[src/hdl/ethipf_pkg.sv]
`default_nettype none

package ethipf_pkg;

    // Frame constants
    localparam logic [15:0] TYPE_VLAN = 16'h8100;
    localparam logic [15:0] TYPE_IPV4 = 16'h0800;
    localparam logic [7:0]  PROTO_TCP = 8'd6;
    localparam logic [7:0]  PROTO_UDP = 8'd17;

    // Header offsets in bytes from the start of the frame.
    localparam logic [6:0] POS_TYPE_LO  = 7'd13;
    localparam logic [6:0] POS_TYPE_END = 7'd14;
    localparam logic [6:0] POS_TAG_TYPE = 7'd16;
    localparam logic [6:0] POS_TAG_LO   = 7'd17;
    localparam logic [6:0] POS_TAG_END  = 7'd18;
    localparam logic [6:0] POS_MAX      = 7'd127;

    // Offsets inside the IPv4 header.
    localparam logic [6:0] IP_OFS_IHL   = 7'd0;
    localparam logic [6:0] IP_OFS_PROTO = 7'd9;
    localparam logic [6:0] IP_OFS_SRC   = 7'd12;
    localparam logic [6:0] IP_OFS_SRC_E = 7'd15;
    localparam logic [6:0] IP_OFS_DST_E = 7'd19;
    localparam logic [6:0] IP_OFS_END   = 7'd20;
    localparam logic [3:0] IHL_MIN      = 4'd5;

    // Reject reasons; zero also means no rejection recorded yet.
    typedef enum logic [2:0] {
        REASON_PASS  = 3'd0,
        REASON_MAC   = 3'd1,
        REASON_TYPE  = 3'd2,
        REASON_PROTO = 3'd3,
        REASON_IP    = 3'd4,
        REASON_PORT  = 3'd5,
        REASON_SHORT = 3'd6
    } t_reason;

    // Configuration register indexes.
    typedef enum logic [2:0] {
        CFG_MAC_DST_EN = 3'd0,
        CFG_MAC_SRC_EN = 3'd1,
        CFG_MAC_DST    = 3'd2,
        CFG_MAC_SRC    = 3'd3,
        CFG_IP_SRC     = 3'd4,
        CFG_IP_DST     = 3'd5,
        CFG_SPORT      = 3'd6,
        CFG_DPORT      = 3'd7
    } t_cfg_index;

    // Current match settings.
    typedef struct packed {
        logic        mac_dst_en;
        logic        mac_src_en;
        logic [47:0] mac_dst;
        logic [47:0] mac_src;
        logic [31:0] ip_src;
        logic [31:0] ip_dst;
        logic [15:0] sport;
        logic [15:0] dport;
    } t_cfg;

    // Verdict handed from the parser to the result register.
    typedef struct packed {
        logic    valid;
        logic    accept;
        t_reason reason;
    } t_verdict;

    // Status of the input stage, seen by the top level.
    typedef struct packed {
        logic valid;
        logic last;
    } t_stage;

endpackage

`default_nettype wire

[src/hdl/ethipf_cfg_regs.sv]
`default_nettype none

module ethipf_cfg_regs (
    input  wire logic              i_clk,
    input  wire logic              i_rst_n,
    input  wire logic              i_cfg_we,
    input  wire logic [2:0]        i_cfg_index,
    input  wire logic [47:0]       i_cfg_data,
    output ethipf_pkg::t_cfg       o_cfg
);

    ethipf_pkg::t_cfg r_cfg;

    // Register file, written one register per enabled cycle.
    always_ff @(posedge i_clk) begin
        if (!i_rst_n) begin
            r_cfg <= '0;
        end else if (i_cfg_we) begin
            case (ethipf_pkg::t_cfg_index'(i_cfg_index))
                ethipf_pkg::CFG_MAC_DST_EN: r_cfg.mac_dst_en <= i_cfg_data[0];
                ethipf_pkg::CFG_MAC_SRC_EN: r_cfg.mac_src_en <= i_cfg_data[0];
                ethipf_pkg::CFG_MAC_DST:    r_cfg.mac_dst    <= i_cfg_data;
                ethipf_pkg::CFG_MAC_SRC:    r_cfg.mac_src    <= i_cfg_data;
                ethipf_pkg::CFG_IP_SRC:     r_cfg.ip_src     <= i_cfg_data[31:0];
                ethipf_pkg::CFG_IP_DST:     r_cfg.ip_dst     <= i_cfg_data[31:0];
                ethipf_pkg::CFG_SPORT:      r_cfg.sport      <= i_cfg_data[15:0];
                ethipf_pkg::CFG_DPORT:      r_cfg.dport      <= i_cfg_data[15:0];
                default: ;
            endcase
        end
    end

    assign o_cfg = r_cfg;

endmodule

`default_nettype wire

[src/hdl/ethipf_parser.sv]
`default_nettype none

module ethipf_parser (
    input  wire logic              i_clk,
    input  wire logic              i_rst_n,
    input  wire ethipf_pkg::t_cfg  i_cfg,
    input  wire logic              i_in_valid,
    output logic                   o_in_ready,
    input  wire logic [7:0]        i_data_byte,
    input  wire logic              i_last_byte,
    input  wire logic              i_out_free,
    output ethipf_pkg::t_verdict   o_verdict,
    output ethipf_pkg::t_stage     o_stage
);

    // Input register
    logic       r_in_valid;
    logic [7:0] r_in_byte;
    logic       r_in_last;

    // Per-frame parse state
    logic [6:0]         r_pos;
    logic               r_vlan;
    logic [15:0]        r_type_shift;
    logic [3:0]         r_hdr_words;
    logic [31:0]        r_field_shift;
    ethipf_pkg::t_reason r_reason;
    logic               r_ports_seen;

    logic [6:0]         n_pos;
    logic               n_vlan;
    logic [15:0]        n_type_shift;
    logic [3:0]         n_hdr_words;
    logic [31:0]        n_field_shift;
    ethipf_pkg::t_reason n_reason;
    logic               n_ports_seen;
    ethipf_pkg::t_reason n_final;

    logic       fire;
    logic [6:0] base;
    logic [6:0] rel;
    logic [7:0] mac_byte;

    // A byte leaves the input register unless it is a final byte facing a full result register.
    assign fire       = r_in_valid && (!r_in_last || i_out_free);
    assign o_in_ready = !r_in_valid || fire;

    always_ff @(posedge i_clk) begin
        if (!i_rst_n) begin
            r_in_valid <= 1'b0;
        end else if (o_in_ready) begin
            r_in_valid <= i_in_valid;
        end
    end

    always_ff @(posedge i_clk) begin
        if (o_in_ready && i_in_valid) begin
            r_in_byte <= i_data_byte;
            r_in_last <= i_last_byte;
        end
    end

    // Expected MAC byte for the current position in either address field.
    always_comb begin
        case (r_pos)
            7'd0:    mac_byte = i_cfg.mac_dst[47:40];
            7'd1:    mac_byte = i_cfg.mac_dst[39:32];
            7'd2:    mac_byte = i_cfg.mac_dst[31:24];
            7'd3:    mac_byte = i_cfg.mac_dst[23:16];
            7'd4:    mac_byte = i_cfg.mac_dst[15:8];
            7'd5:    mac_byte = i_cfg.mac_dst[7:0];
            7'd6:    mac_byte = i_cfg.mac_src[47:40];
            7'd7:    mac_byte = i_cfg.mac_src[39:32];
            7'd8:    mac_byte = i_cfg.mac_src[31:24];
            7'd9:    mac_byte = i_cfg.mac_src[23:16];
            7'd10:   mac_byte = i_cfg.mac_src[15:8];
            default: mac_byte = i_cfg.mac_src[7:0];
        endcase
    end

    assign base = r_vlan ? ethipf_pkg::POS_TAG_END : ethipf_pkg::POS_TYPE_END;
    assign rel  = r_pos - base;

    // Parse the byte in the input register against the current position.
    always_comb begin
        n_pos         = (r_pos == ethipf_pkg::POS_MAX) ? r_pos : r_pos + 7'd1;
        n_vlan        = r_vlan;
        n_type_shift  = r_type_shift;
        n_hdr_words   = r_hdr_words;
        n_field_shift = r_field_shift;
        n_reason      = r_reason;
        n_ports_seen  = r_ports_seen;

        if (r_reason == ethipf_pkg::REASON_PASS) begin
            if (r_pos < 7'd6) begin
                if (i_cfg.mac_dst_en && (r_in_byte != mac_byte)) begin
                    n_reason = ethipf_pkg::REASON_MAC;
                end
            end else if (r_pos < 7'd12) begin
                if (i_cfg.mac_src_en && (r_in_byte != mac_byte)) begin
                    n_reason = ethipf_pkg::REASON_MAC;
                end
            end else if (r_pos < ethipf_pkg::POS_TYPE_END) begin
                n_type_shift = {r_type_shift[7:0], r_in_byte};
                if (r_pos == ethipf_pkg::POS_TYPE_LO) begin
                    if (n_type_shift == ethipf_pkg::TYPE_VLAN) begin
                        n_vlan = 1'b1;
                    end else if (n_type_shift != ethipf_pkg::TYPE_IPV4) begin
                        n_reason = ethipf_pkg::REASON_TYPE;
                    end
                end
            end else if (r_vlan && (r_pos < ethipf_pkg::POS_TAG_END)) begin
                // Tag control bytes are skipped; the inner EtherType follows.
                if (r_pos >= ethipf_pkg::POS_TAG_TYPE) begin
                    n_type_shift = {r_type_shift[7:0], r_in_byte};
                    if ((r_pos == ethipf_pkg::POS_TAG_LO) &&
                        (n_type_shift != ethipf_pkg::TYPE_IPV4)) begin
                        n_reason = ethipf_pkg::REASON_TYPE;
                    end
                end
            end else if (rel == ethipf_pkg::IP_OFS_IHL) begin
                n_hdr_words = r_in_byte[3:0];
                if (n_hdr_words < ethipf_pkg::IHL_MIN) begin
                    n_reason = ethipf_pkg::REASON_SHORT;
                end
            end else if (rel == ethipf_pkg::IP_OFS_PROTO) begin
                if ((r_in_byte != ethipf_pkg::PROTO_TCP) &&
                    (r_in_byte != ethipf_pkg::PROTO_UDP)) begin
                    n_reason = ethipf_pkg::REASON_PROTO;
                end
            end else if ((rel >= ethipf_pkg::IP_OFS_SRC) && (rel < ethipf_pkg::IP_OFS_END)) begin
                n_field_shift = {r_field_shift[23:0], r_in_byte};
                if ((rel == ethipf_pkg::IP_OFS_SRC_E) && (i_cfg.ip_src != 32'd0) &&
                    (n_field_shift != i_cfg.ip_src)) begin
                    n_reason = ethipf_pkg::REASON_IP;
                end
                if ((rel == ethipf_pkg::IP_OFS_DST_E) && (i_cfg.ip_dst != 32'd0) &&
                    (n_field_shift != i_cfg.ip_dst)) begin
                    n_reason = ethipf_pkg::REASON_IP;
                end
            end else if (rel[6:2] == {1'b0, r_hdr_words}) begin
                // Ports start at four times the header length in words.
                n_field_shift = {r_field_shift[23:0], r_in_byte};
                if ((rel[1:0] == 2'd1) && (i_cfg.sport != 16'd0) &&
                    (n_field_shift[15:0] != i_cfg.sport)) begin
                    n_reason = ethipf_pkg::REASON_PORT;
                end
                if (rel[1:0] == 2'd3) begin
                    if ((i_cfg.dport != 16'd0) &&
                        (n_field_shift[15:0] != i_cfg.dport)) begin
                        n_reason = ethipf_pkg::REASON_PORT;
                    end
                    n_ports_seen = 1'b1;
                end
            end
        end

        // Verdict for a final byte: a frame that never reached its ports is truncated.
        if (n_reason != ethipf_pkg::REASON_PASS) begin
            n_final = n_reason;
        end else if (n_ports_seen) begin
            n_final = ethipf_pkg::REASON_PASS;
        end else begin
            n_final = ethipf_pkg::REASON_SHORT;
        end
    end

    // State update; the final byte returns everything to the start of a frame.
    always_ff @(posedge i_clk) begin
        if (!i_rst_n || (fire && r_in_last)) begin
            r_pos         <= '0;
            r_vlan        <= 1'b0;
            r_type_shift  <= '0;
            r_hdr_words   <= '0;
            r_field_shift <= '0;
            r_reason      <= ethipf_pkg::REASON_PASS;
            r_ports_seen  <= 1'b0;
        end else if (fire) begin
            r_pos         <= n_pos;
            r_vlan        <= n_vlan;
            r_type_shift  <= n_type_shift;
            r_hdr_words   <= n_hdr_words;
            r_field_shift <= n_field_shift;
            r_reason      <= n_reason;
            r_ports_seen  <= n_ports_seen;
        end
    end

    assign o_verdict.valid  = fire && r_in_last;
    assign o_verdict.accept = (n_final == ethipf_pkg::REASON_PASS);
    assign o_verdict.reason = n_final;

    assign o_stage.valid = r_in_valid;
    assign o_stage.last  = r_in_last;

endmodule

`default_nettype wire

[src/hdl/ethipf_out_reg.sv]
`default_nettype none

module ethipf_out_reg (
    input  wire logic                 i_clk,
    input  wire logic                 i_rst_n,
    input  wire ethipf_pkg::t_verdict i_verdict,
    output logic                      o_free,
    output logic                      o_out_valid,
    input  wire logic                 i_out_ready,
    output logic                      o_accept,
    output logic [2:0]                o_reject_reason
);

    logic       r_valid;
    logic       r_accept;
    logic [2:0] r_reason;

    // The register can take a verdict when empty or when its contents leave now.
    assign o_free = !r_valid || i_out_ready;

    always_ff @(posedge i_clk) begin
        if (!i_rst_n) begin
            r_valid <= 1'b0;
        end else if (o_free) begin
            r_valid <= i_verdict.valid;
        end
    end

    always_ff @(posedge i_clk) begin
        if (o_free && i_verdict.valid) begin
            r_accept <= i_verdict.accept;
            r_reason <= i_verdict.reason;
        end
    end

    assign o_out_valid     = r_valid;
    assign o_accept        = r_accept;
    assign o_reject_reason = r_reason;

endmodule

`default_nettype wire

[src/hdl/ethernet_ipv4_header_filter_top.sv]
// Channel   Direction  Handshake                  Payload
// input     in         i_in_valid / o_in_ready    i_data_byte, i_last_byte
// result    out        o_out_valid / i_out_ready  o_accept, o_reject_reason
// config    in         i_cfg_we                   i_cfg_index, i_cfg_data
//
// One byte is accepted per cycle unless a final byte waits on a full result register;
// each byte is parsed from the input register, and a final byte's verdict is then
// registered in the result register.
// Reset is synchronous and active low; it clears all match registers and the frame state.
// A stalled result holds back a final byte, and the input with it; earlier bytes flow on.
`default_nettype none

module ethernet_ipv4_header_filter_top (
    input  wire logic        i_clk,
    input  wire logic        i_rst_n,
    input  wire logic        i_cfg_we,
    input  wire logic [2:0]  i_cfg_index,
    input  wire logic [47:0] i_cfg_data,
    input  wire logic        i_in_valid,
    output logic             o_in_ready,
    input  wire logic [7:0]  i_data_byte,
    input  wire logic        i_last_byte,
    output logic             o_out_valid,
    input  wire logic        i_out_ready,
    output logic             o_accept,
    output logic [2:0]       o_reject_reason
);

    ethipf_pkg::t_cfg     cfg;
    ethipf_pkg::t_verdict verdict;
    ethipf_pkg::t_stage   stage;
    logic                 out_free;

    ethipf_cfg_regs u_cfg_regs (
        .i_clk       (i_clk),
        .i_rst_n     (i_rst_n),
        .i_cfg_we    (i_cfg_we),
        .i_cfg_index (i_cfg_index),
        .i_cfg_data  (i_cfg_data),
        .o_cfg       (cfg)
    );

    ethipf_parser u_parser (
        .i_clk       (i_clk),
        .i_rst_n     (i_rst_n),
        .i_cfg       (cfg),
        .i_in_valid  (i_in_valid),
        .o_in_ready  (o_in_ready),
        .i_data_byte (i_data_byte),
        .i_last_byte (i_last_byte),
        .i_out_free  (out_free),
        .o_verdict   (verdict),
        .o_stage     (stage)
    );

    ethipf_out_reg u_out_reg (
        .i_clk           (i_clk),
        .i_rst_n         (i_rst_n),
        .i_verdict       (verdict),
        .o_free          (out_free),
        .o_out_valid     (o_out_valid),
        .i_out_ready     (i_out_ready),
        .o_accept        (o_accept),
        .o_reject_reason (o_reject_reason)
    );

    // A final byte must wait while the previous verdict is still held.
    assert property (@(posedge i_clk) disable iff (!i_rst_n)
        (o_out_valid && !i_out_ready && stage.valid && stage.last) |-> !verdict.valid)
        else $error("final byte parsed while result register was full");

    // The accept flag agrees with the reason code.
    assert property (@(posedge i_clk) disable iff (!i_rst_n)
        o_out_valid |-> (o_accept == (o_reject_reason == ethipf_pkg::REASON_PASS)))
        else $error("accept flag disagrees with reject reason");

    // A verdict only arises from a final byte in the input register.
    assert property (@(posedge i_clk) disable iff (!i_rst_n)
        verdict.valid |-> (stage.valid && stage.last))
        else $error("verdict without a final byte");

endmodule

`default_nettype wire
[config.mk]
export PLATFORM = sky130hd
export DESIGN_NAME = ethernet_ipv4_header_filter_top
export DESIGN_NICKNAME = d
export VERILOG_FILES = /design/src/hdl/ethipf_pkg.sv /design/src/hdl/ethipf_cfg_regs.sv /design/src/hdl/ethipf_parser.sv /design/src/hdl/ethipf_out_reg.sv /design/src/hdl/ethernet_ipv4_header_filter_top.sv
export SDC_FILE = /design/constraint.sdc
export NUM_CORES = 1
export LEC_CHECK = 0
export BUFFER_PORTS_ARGS = -buffer_cell sky130_fd_sc_hd__buf_4
export CAP_MARGIN = 20
export CORE_ASPECT_RATIO = 1.2
export CORE_MARGIN = 2
export CORE_UTILIZATION = 36
export DETAILED_ROUTE_END_ITERATION = 10
export SLEW_MARGIN = 20
export SYNTH_ARGS = -nofsm -noshare
export SYNTH_HDL_FRONTEND = slang
export SYNTH_SLANG_ARGS = --single-unit
[constraint.sdc]
create_clock -name i_clk -period 3.85 [get_ports i_clk]
set_input_delay 0.77 -clock i_clk [delete_from_list [all_inputs] [get_ports i_clk]]
set_output_delay 0.77 -clock i_clk [all_outputs]
set_load 0.1 [all_outputs]
==> summary.md, run 1 <==
| Metric | Value |
|---|---|
| Status | finished clean |
| Setup violators final | 0 |
| Row count | 75 |
| Die span in y | between 200 and 250 µm |
| CP top delay family | simple AND/OR/NAND/NOR gates |
| Post_cts resized | 0 |
| Filler instances | ~3500 |
| Syn avg cell area | 8.38 µm² |
| Total power | 0.00603 W |
| Hold_ws | 385 ps |
| Slowest stage delay, CP | about 570 ps |
| Port buffer count | 70 |
| Hold_buf cts | 0 |
| Crit path required time | 4240 ps |
| Min Tclk post-route | approximately 3600 ps |
| Syn nets | 1593 |
| Max cap viols | 0 |
| Post-synth EDFFs | 13 |
| Dpl hpwl | 31000 µm |
| Clock sinks | approximately 260 |
| Largest family of logic cells by synthesized area | simple AND/OR/NAND/NOR gates |
| Min-Delay Path Depth | 1 |
| Worst Setup Start Kind | flop |
| Gr ovfl total | 0 |
| Clock Path Buffers | 3 |
| Warnings, synthesis | 0 |
| CTS tree | done |
| Crit path capture type | flop |
| CP Depth | 11 |
| Worst slack at placement | 312 ps |
| Drt initial violations | 834 |
| Synth Flop Type | dfxtp_1 |
| Area share of fa/ha/maj cells after synthesis | 0.844% |
| Crit path max fanout | 7 |
| Post-synthesis simple-gate area fraction | 23.7% |
| Flops & latches, synth | roughly 260 |
| Area grow syn2layout | 15.5% |
| Skew-Pair Late Insertion Delay | 570 ps |
| First-pass GRT wire length | 66600 µm |
| Share of layout cells above drive strength 1 | 12.9% |
| Setup Fix Bufs, Post-CTS | 0 |
| Largest net degree at the start of global routing | 109 |
| Vias | 11200 |
| Final worst setup slack | 275 ps |
| Final TNS setup | 0 ps |
| Die Wd | 176 µm |
| Final ANT Viol Nets | 0 |
| Achievable frequency | 280 MHz |
| Die area | between 30000 and 40000 µm² |
| Most frequent cells in the layout | nand2_1 (406), dfxtp_1 (244), a21boi_0 (194), buf_4 (114), nor2_1 (73) |
| Router iterations before antenna repair | 5 |
| Synth cell types | 83 |
| Post-Syn Instances | 1520 |
| Synth Area in XOR/XNOR | 7.28% |
| FF-to-FF path depth | 11 |
| Nets | 1631 |
| Drt drc | 0 |
| Post-synthesis mux area share | 4.26% |
| Worst Path Arrival | 3960 ps |
| Asr flop ratio synth | 0% |
| Cells along the critical path | inv_1 -> ha_1 -> or4b_4 -> o22ai_2 -> nor2_1 -> nor4_1 -> mux2i_1 -> nand4_1 -> nor4_4 -> o31ai_2 -> nor4b_2 |
| Final Skew | between 10 and 15 ps |
| Type of the worst setup path | reg -> reg |
| Final Max Slew Viols | 0 |
| CTS H-Tree Depth | 1 |
| GR Util All Layers | 23.3% |
| Number of global-route vias before repair | between 10000 and 15000 |
| Power Density | approximately 410 nW/µm² |
| Root Buffer | clkbuf_16 |
| Final Hold Fails | 0 |
| Unrepaired setup endpoints after global routing | false |
| Critical-path top delay cell | nor4_1 |
| Placer Congestion | 0.952 |
| Routed len/inst | around 21 µm |
| Vias per cell | around 5.5 |
| Number of diodes | 0 |
| Worst-path clk slew | 70 ps |
| Final period utilization | 92.9% |
| Total CTS buffers | 27 |
| Initial antenna violation count | 0 |
| Leakage | about 5.3 nW |
| Worst IR Drop VDD | 378 µV |
| Commonest non-fill, non-tap cell in the layout | nand2_1 |
| Worst relative slew slack | 27.6% |
| Seq/Total Area, Yosys | between 40% and 50% |
| Core Region | around 35000 µm² |
| Buf/Inv on CP | 1 |
| Mapped Area | 12700 µm² |
| Slew at the pin closest to its max-slew limit | 1080 ps |
| IO Count | 71 |
| Starting Density | 36.5% |
| WL final | 43400 µm |
| Compound-cell area share of the yosys netlist | 18.6% |
| Hold Path Class | in -> reg |
==> layout make-up <==
type | instances | area (µm²) | area share [%]
multi-input cells | 1139 | 7000 | 47.5
well taps | 462 | 578 | 3.93
flip-flops and latches | 257 | 5280 | 35.8
clock buffers | 37 | 813 | 5.52
inverters | 18 | 67.6 | 0.459
repair buffers | 115 | 876 | 5.95
clock inverters | 12 | 114 | 0.773
==> registers in the layout (all words and copies together) (netlist names) <==
| signal | cells |
|---|---|
| u_cfg_regs.o_cfg | 194 |
| u_parser.r_field_shift | 24 |
| u_parser.r_in_byte | 8 |
| u_parser.r_type_shift | 8 |
| u_parser.r_pos | 7 |
| u_parser.r_hdr_words | 4 |
| u_out_reg.o_reject_reason | 3 |
| u_parser.r_reason | 3 |
| u_out_reg.o_accept | 1 |
| u_out_reg.o_out_valid | 1 |
| u_parser.r_in_last | 1 |
| u_parser.r_in_valid | 1 |
| u_parser.r_ports_seen | 1 |
| u_parser.r_vlan | 1 |
==> synthesized netlist by cell type (3+ instances only) <==
library cell | n | area (µm²)
a221oi_1 | 8 | 70.1
and2_1 | 4 | 25.0
nor4_1 | 44 | 275
nor3_2 | 3 | 30.0
nor2b_1 | 9 | 56.3
a31oi_1 | 8 | 50.1
nor3_1 | 19 | 95.1
dfxtp_1 | 244 | 4880
or3_1 | 3 | 18.8
buf_1 | 4 | 15.0
a211oi_1 | 7 | 52.6
nand4_1 | 38 | 238
or4_1 | 3 | 22.5
a21oi_1 | 19 | 95.1
ha_1 | 7 | 87.6
a21o_1 | 4 | 30.0
a32oi_1 | 3 | 26.3
nor2_1 | 78 | 293
buf_6 | 3 | 33.8
nand2b_1 | 6 | 37.5
mux2_2 | 6 | 67.6
buf_2 | 10 | 50.1
nor3b_1 | 5 | 37.5
a21boi_0 | 194 | 1460
and3_1 | 9 | 56.3
o21ai_0 | 4 | 20.0
clkbuf_1 | 89 | 334
o31ai_1 | 3 | 22.5
mux2i_1 | 46 | 460
a22o_1 | 7 | 61.3
a22oi_1 | 11 | 82.6
inv_1 | 17 | 63.8
nand4b_1 | 5 | 43.8
and4_1 | 4 | 35.0
xor2_1 | 38 | 333
nand3_1 | 14 | 70.1
nand2_1 | 406 | 1520
edfxtp_1 | 13 | 390
xnor2_1 | 68 | 596
==> cells by family after synthesis <==
kind of cell    after synthesis
flops                       257
mux                          53
buf+inv                     124
xor+xnor                    106
simple gates                665
fa+ha+maj                     8
compound gates              307
==> metrics by stage <==
stage,util (%),cells,cell area (µm²)
detailed placement,39.5,1991,13800
global route,42.2,2040,14700
CTS,42.2,2040,14700
global placement,39.5,1991,13800
floorplan,-,1520,12700
finish,42.2,2040,14700
==> layer usage <==
metal / up-vias / routed length (µm) / global-route usage (%)
met5: - / 0 / 0
met4: 0 / 1650 / 8.95
met3: 85 / 2140 / 2.92
met2: 337 / 20000 / 38.0
met1: 5417 / 19600 / 31.5
li1: 5335 / - / -
==> worst paths after layout <==
path / start / to / slack (ps)
max: u_parser.r_pos[1] / u_out_reg.o_accept / 280
min: i_data_byte[4] / u_parser.r_in_byte[4] / 380
max reg2reg: u_parser.r_pos[1] / u_out_reg.o_accept / 280
min reg2reg: u_cfg_regs.o_cfg[163] / u_cfg_regs.o_cfg[163] / 470
==> power breakdown <==
group / leakage (nW) / switching [W] / internal [W] / total (W)
combinational: 2.70 / 0.000302 / 0.000194 / 0.000497
clock: 0.473 / 0.00113 / 0.00160 / 0.00273
sequential: 2.10 / 0.0000647 / 0.00273 / 0.00280
==> worst register-to-register path, cell delays in order (launching register included) <==
cell and delay, ps:
dfxtp_1 400, inv_1 140, ha_1 280, or4b_4 540, o22ai_2 190, nor2_1 130, nor4_1 570, mux2i_1 260
nand4_1 190, nor4_4 310, o31ai_2 150, nor4b_2 230
No activity file was read; power rests on OpenSTA's default activity.
==> run 2, diff against run 1 <==
--- a/config.mk
+++ b/config.mk
@@ -5,6 +5,7 @@
 export SDC_FILE = /design/constraint.sdc
 export NUM_CORES = 1
 export LEC_CHECK = 0
+export ABC_AREA = 1
 export BUFFER_PORTS_ARGS = -buffer_cell sky130_fd_sc_hd__buf_4
 export CAP_MARGIN = 20
 export CORE_ASPECT_RATIO = 1.2
==> run 2 against run 1 <==
  * Register-to-register slack gained 230 ps
  * Core utilization shrank 0.51 points
  * First-iteration DRC count grew 24%
  * Largest cell class unchanged
  * Global-route usage shrank 1.6 points
  * Maximum frequency grew 6.9%
  * Critical endpoint is now u_out_reg.o_reject_reason[2]
  * Via count grew 5.2%
==> summary.md, run 2 <==
| Metric | Value |
|---|---|
| Initial antenna violation count | 0 |
| Unrepaired setup endpoints after global routing | false |
| Worst-path clk slew | around 60 ps |
| Sw power | 0.00155 W |
| Post-DP Area | approximately 13000 µm² |
| Final Hold Fails | 0 |
| Final ANT Viol Nets | 0 |
| Largest net degree at the start of global routing | about 200 |
| Most numerous cell on the critical path | nand2_1 |
| Number of diodes | 0 |
| Post-synthesis mux area share | 0% |
| Die span in y | 208 µm |
| Area share of the largest cell type after synthesis | 39.3% |
| Hold Path Class | in -> reg |
| Crit path max fanout | 9 |
| Critical-path top delay cell | ha_1 |
| Internal | 0.00440 W |
| CP top delay family | simple AND/OR/NAND/NOR gates |
| GR Util All Layers | a little over a fifth |
| Cell with the most instances after synthesis | nor2_1 |
| Worst IR Drop VDD | just over 300 µV |
| Synth Area in XOR/XNOR | under 10% |
| IO Count | between 70 and 80 |
| Syn nets | 1893 |
| Router iterations before antenna repair | 6 |
| Clock Path Buffers | 3 |
| Sw Ratio | 26.0% |
| Final Skew | 24.6 ps |
| Worst slack at placement | 544 ps |
| Worst relative slew slack | roughly 34% |
| Routed len/inst | 17.2 µm |
| Worst Path Arrival | 3630 ps |
| Clock sinks | 257 |
| Seq/Total Area, Yosys | a little over two fifths |
| Total CTS buffers | 28 |
| Type of the worst setup path | reg -> reg |
| WL final | roughly 40000 µm |
| Post-synthesis simple-gate area fraction | 32.3% |
| Post-Syn Instances | 1820 |
| Final Max Slew Viols | 0 |
| Slowest stage delay, CP | 430 ps |
| Power share of the sequential group | 47.5% |
| Die area | 36100 µm² |
| Asr flop ratio synth | 0% |
| Crit path required time | 4140 ps |
| Cell taking the most area after synthesis | dfxtp_1 |
| Mapped Area | 12400 µm² |
| Dpl hpwl | 28200 µm |
| Min Tclk post-route | 3340 ps |
| Worst Setup Start Kind | flop |
| Status | finished clean |
| Vias per cell | 5.05 |
| Nets | 1926 |
| Gr ovfl total | 0 |
| Core Region | 34100 µm² |
| Setup Fix Bufs, Post-CTS | 0 |
| Final worst setup slack | 505 ps |
| Post-route design area | 14200 µm² |
| Area grow syn2layout | 14.2% |
| Vias | 11800 |
| Post-synth EDFFs | 13 |
| Area share of fa/ha/maj cells after synthesis | less than 1% |
| Crit path capture type | flop |
| Skew-Pair Late Insertion Delay | 560 ps |
| Final TNS setup | 0 ps |
| Number of global-route vias before repair | 11300 |
| Achievable frequency | 299 MHz |
| Flip-flop count of the largest register, all copies and words added | between 150 and 200 |
| Flops & latches, synth | 257 |
| Most frequent cells in the layout | nor2_1 (500), nand2_1 (319), dfxtp_1 (244), o21ai_0 (234), inv_1 (105) |
| Commonest non-fill, non-tap cell in the layout | nor2_1 |
| Warnings, synthesis | 0 |
| Synth cell count leaders | nor2_1 (502), nand2_1 (319), dfxtp_1 (244) |
| Synth Flop Type | dfxtp_1 |
| Clk network pwr share | a little over two fifths |
| FF-to-FF setup slack | around 500 ps |
| Comb power frac | 9.2% |
| Die Wd | 174 µm |
| Compound-cell area share of the yosys netlist | 13.1% |
| Slew at the pin closest to its max-slew limit | approximately 990 ps |
| Post_cts resized | 0 |
| Share of layout cells above drive strength 1 | 8.44% |
| First-pass GRT wire length | 62700 µm |
| Starting Density | between 30% and 40% |
| Syn avg cell area | ~7 µm² |
| Total power | 0.00594 W |
| Cells along the critical path | inv_1 -> ha_1 -> nand3_1 -> nor2_2 -> nand2_1 -> nand2_1 -> nor2_1 -> nand2_1 -> nor2_1 -> nand2_1 -> nand2_1 -> nand2_1 -> nand2_1 -> nor2_1 -> nand2_2 -> nand2_1 -> nand2_1 -> nand2_1 -> nand3_1 -> nand2_1 -> nand2_1 -> nand4_2 -> nand2_1 |
| Largest family of logic cells by synthesized area | simple AND/OR/NAND/NOR gates |
| CTS tree | done |
| Power Density | 418 nW/µm² |
| Synth top area cells | dfxtp_1 (39%), nor2_1 (15%), nand2_1 (9.6%) |
| Hold_buf cts | 0 |
| Placer Congestion | 0.873 |
| Root Buffer | clkbuf_16 |
| Drt initial violations | 1038 |
| Hold_ws | 402 ps |
| Leakage | roughly 6.2 nW |
| Port buffer count | 70 |
| CTS H-Tree Depth | 1 |
| Final period utilization | 86.9% |
| Synth cell types | 39 |
| Drt drc | 0 |
| Buf/Inv on CP | 1 |
| Row count | between 70 and 80 |
| Max cap viols | 0 |
| Setup violators final | 0 |
## run 2: cell types whose count changed after synthesis, moves of 46 or more
cell	delta
nand2_1	-87
a21oi_1	+48
nand3_1	+66
mux2i_1	-46
a21boi_0	-194
inv_1	+88
nor2_1	+424
o21ai_0	+230
## run 2: worst paths after layout
path,cells after the start,endpoint,from
max,23,u_out_reg.o_reject_reason[2],u_parser.r_pos[1]
min,1,u_parser.r_in_byte[6],i_data_byte[6]
max reg2reg,23,u_out_reg.o_reject_reason[2],u_parser.r_pos[1]
min reg2reg,2,u_parser.r_type_shift[0],u_parser.r_type_shift[0]
## run 2: worst reg2reg max path, delay by kind of cell, from the launching register on
family | cells | cell delay, ps
DFF | 1 | 410
adders and majority gates | 1 | 430
and+or+nand+nor | 21 | 2060
buffers and inverters | 1 | 220
## run 2: layout make-up
cell class / count / area [µm²]
fillers: 3676 / 19900
multi-input cells: 1368 / 6400
flip-flops and latches: 257 / 5280
clock buffers: 39 / 762
repair buffers: 88 / 686
well taps: 456 / 571
inverters: 110 / 413
clock inverters: 10 / 92.6
## run 2: logic make-up after synthesis
family	after synthesis
AND/OR/NAND/NOR	971
AO/OA/AOI/OAI	316
flip-flops	257
buffers and inverters	195
XOR/XNOR	73
adder cells (fa/ha/maj)	8
## run 2: power by group through the flow
stage / Clock [W] / Sequential (W) / Combinational [W]
finish: 0.00257 / 0.00282 / 0.000546
global route: 0.00272 / 0.00283 / 0.000607
CTS: 0.00262 / 0.00282 / 0.000545
detailed placement: 0 / 0.00288 / 0.000541
global placement: 0 / 0.00288 / 0.000539
floorplan: 0 / 0.00287 / 0.000315
## run 2: routing by layer
metal / share of wire, % / routed length [µm] / GRT usage, % / vias to the layer above
li1: - / - / - / 5898
met2: 47 / 18600 / 36.7 / 322
met4: 2.6 / 1060 / 6.61 / 0
met1: 46 / 18300 / 29.3 / 5469
met5: 0 / 0 / 0 / -
met3: 5.1 / 2040 / 2.44 / 64
## run 2: metrics by stage
step           std cells  utilization [%]
4_1_cts             2328             41.7
5_1_grt             2328             41.7
3_3_place_gp        2279             39.2
6_report            2328             41.7
2_1_floorplan       1820                -
3_5_place_dp        2279             39.2
==> run 3, diff against run 2 <==
--- a/config.mk
+++ b/config.mk
@@ -12,6 +12,7 @@
 export CORE_MARGIN = 2
 export CORE_UTILIZATION = 36
 export DETAILED_ROUTE_END_ITERATION = 10
+export PLACE_DENSITY = 0.61
 export SLEW_MARGIN = 20
 export SYNTH_ARGS = -nofsm -noshare
 export SYNTH_HDL_FRONTEND = slang
==> constraint.sdc (replaced) <==
create_clock -name i_clk -period 4 [get_ports i_clk]
set_input_delay 0.8 -clock i_clk [delete_from_list [all_inputs] [get_ports i_clk]]
set_output_delay 0.8 -clock i_clk [all_outputs]
set_load 0.1 [all_outputs]
==> run 3 against run 2 <==
  * Critical path depth unchanged
  * Core utilization increased by 0.45 points
  * Die area unchanged
  * Clock power increased by 13%
  * Non-clock buffer count decreased by 1
  * Wire length decreased by 0.61%
  * Design area increased by 1.1%
  * Clock skew decreased by 16 ps
  * Sequential cell count unchanged
  * Total power increased by 3.5%
  * Sequential power decreased by 4%
==> summary.md, run 3 (synthesis gave the netlist of run 2 again) <==
| Metric | Value |
|---|---|
| Type of the worst setup path | reg -> reg |
| Cells after DPL | 2278 |
| Internal | 0.00465 W |
| Row count | 74 |
| Placer Congestion | between 0.8 and 0.9 |
| WL final | 39700 µm |
| Filler instances | 3642 |
| Commonest non-fill, non-tap cell in the layout | nor2_1 |
| Drt initial violations | between 1000 and 1500 |
| Vias | between 10000 and 15000 |
| First-pass GRT wire length | 62200 µm |
| Vias per cell | between 5 and 6 |
| Flip-flop count of the largest register, all copies and words added | between 150 and 200 |
| IO Count | 71 |
| Final Skew | 8.89 ps |
| CTS tree | done |
| Critical-path top delay cell | ha_1 |
| Final Hold Fails | 0 |
| Cells along the critical path | inv_1 -> ha_1 -> nand3_1 -> nor2_2 -> nand2_1 -> nand2_1 -> nor2_1 -> nand2_1 -> nor2_1 -> nand2_1 -> nand2_1 -> nand2_1 -> nand2_1 -> nor2_1 -> nand2_2 -> nand2_1 -> nand2_1 -> nand2_1 -> nand3_1 -> nand2_1 -> nand2_1 -> nand4_2 -> nand2_1 |
| Power Density | 428 nW/µm² |
| Gr ovfl total | 0 |
| Final period utilization | 85.3% |
| Dpl hpwl | 28100 µm |
| Worst Setup Start Kind | flop |
| Most numerous cell on the critical path | nand2_1 |
| GR Util All Layers | 21.6% |
| Leakage | 6.30 nW |
| Setup Fix Bufs, Post-CTS | 0 |
| Comb power frac | about 8.4% |
| Power share of the sequential group | 44.3% |
| Crit path max fanout | 9 |
| Clock sinks | 257 |
| Worst Path Arrival | ~3700 ps |
| Hold Path Class | in -> reg |
| Crit path required time | 4300 ps |
| Number of global-route vias before repair | roughly 11000 |
| Drt drc | 0 |
| Core Region | 34100 µm² |
| Share of layout cells above drive strength 1 | 8.81% |
| Post_cts resized | 0 |
| Die span in y | 208 µm |
| Final TNS setup | 0 ps |
| Min Tclk post-route | 3410 ps |
| Most frequent cells in the layout | nor2_1 (500), nand2_1 (319), dfxtp_1 (244), o21ai_0 (234), inv_1 (105) |
| Slowest stage delay, CP | approximately 450 ps |
| Worst relative slew slack | 33.8% |
| Clk network pwr share | between 40% and 50% |
| Root Buffer | clkbuf_16 |
| Slew at the pin closest to its max-slew limit | approximately 1000 ps |
| Status | finished clean |
| Die Wd | 174 µm |
| Skew-Pair Late Insertion Delay | 550 ps |
| Port buffer count | 70 |
| CTS H-Tree Depth | 1 |
| Achievable frequency | 293 MHz |
| Router iterations before antenna repair | 6 |
| Final Max Slew Viols | 0 |
| Clock Path Buffers | 3 |
| Die area | 36100 µm² |
| Sw power | 0.00150 W |
| Worst IR Drop VDD | 277 µV |
| Final ANT Viol Nets | 0 |
| Max cap viols | 0 |
| Worst-path clk slew | 70 ps |
| Unrepaired setup endpoints after global routing | false |
| Sw Ratio | about 24% |
| Total CTS buffers | 28 |
| Initial antenna violation count | 0 |
| Setup violators final | 0 |
| Crit path capture type | flop |
| Largest net degree at the start of global routing | 89 |
| Number of diodes | 0 |
| Starting Density | 36.5% |
| Nets | 1925 |
| Routed len/inst | 17.1 µm |
| Cell Count, Final, Fillers Out | around 2300 |
| Area grow syn2layout | 15.4% |
| Hold_buf cts | 0 |
## run 3: changes by cell type in the layout (fill, tap and decap cells not counted), sizes merged
| cell | before | now |
|---|---|---|
| clkbuf | 39 | 36 |
| buf | 88 | 87 |
| clkinv | 8 | 7 |
| bufinv | 1 | 6 |
## run 3: power groups by stage
| stage | logic [W] | clock network [W] | registers (W) |
|---|---|---|---|
| detailed placement | 0.000511 | 0 | 0.00278 |
| finish | 0.000514 | 0.00291 | 0.00272 |
| global route | 0.000570 | 0.00307 | 0.00273 |
| CTS | 0.000514 | 0.00296 | 0.00272 |
| floorplan | 0.000303 | 0 | 0.00276 |
| global placement | 0.000508 | 0 | 0.00278 |
## run 3: layer usage
metal | vias to the layer above | GRT usage [%] | routed length [µm]
li1 | 5912 | - | -
met1 | 5478 | 29.5 | 18200
met2 | 330 | 36.3 | 18600
met3 | 68 | 2.56 | 2040
met4 | 0 | 5.59 | 901
met5 | - | 0 | 0
## run 3: cell type report
class / instances / area (µm²) / area share (%)
clock inverters: 14 / 226 / 1.58
clock buffers: 36 / 813 / 5.67
flip-flops and latches: 257 / 5280 / 36.8
repair buffers: 87 / 653 / 4.55
multi-input cells: 1368 / 6400 / 44.6
inverters: 110 / 413 / 2.88
well taps: 456 / 571 / 3.98
## run 3: path summary, 6_finish.rpt
path,endpoint,cells past startpoint,slack [ps],from
worst min-delay path,u_parser.r_in_byte[6],1,430,i_data_byte[6]
worst min register to register,u_parser.r_ports_seen,2,480,u_parser.r_ports_seen
worst max register to register,u_out_reg.o_reject_reason[1],23,590,u_parser.r_pos[1]
worst max-delay path,u_out_reg.o_reject_reason[1],23,590,u_parser.r_pos[1]
## run 3: worst max-delay path, delay by kind of cell (launching register included)
kind          cells  cell delay, ps
simple gates     21            2050
fa+ha+maj         1             450
buf+inv           1             220
flops             1             430
## run 3: stage by stage
step                power (W)  hold WS, ps  utilization, %  setup WS [ps]  cell area [µm²]
floorplan             0.00306          445               -           1240            12400
global placement      0.00329          457            39.1            692            13300
detailed placement    0.00329          463            39.1            647            13300
CTS                   0.00619          412            42.1            623            14400
global route          0.00637          420            42.1            171            14400
finish                0.00615          435            42.1            586            14400
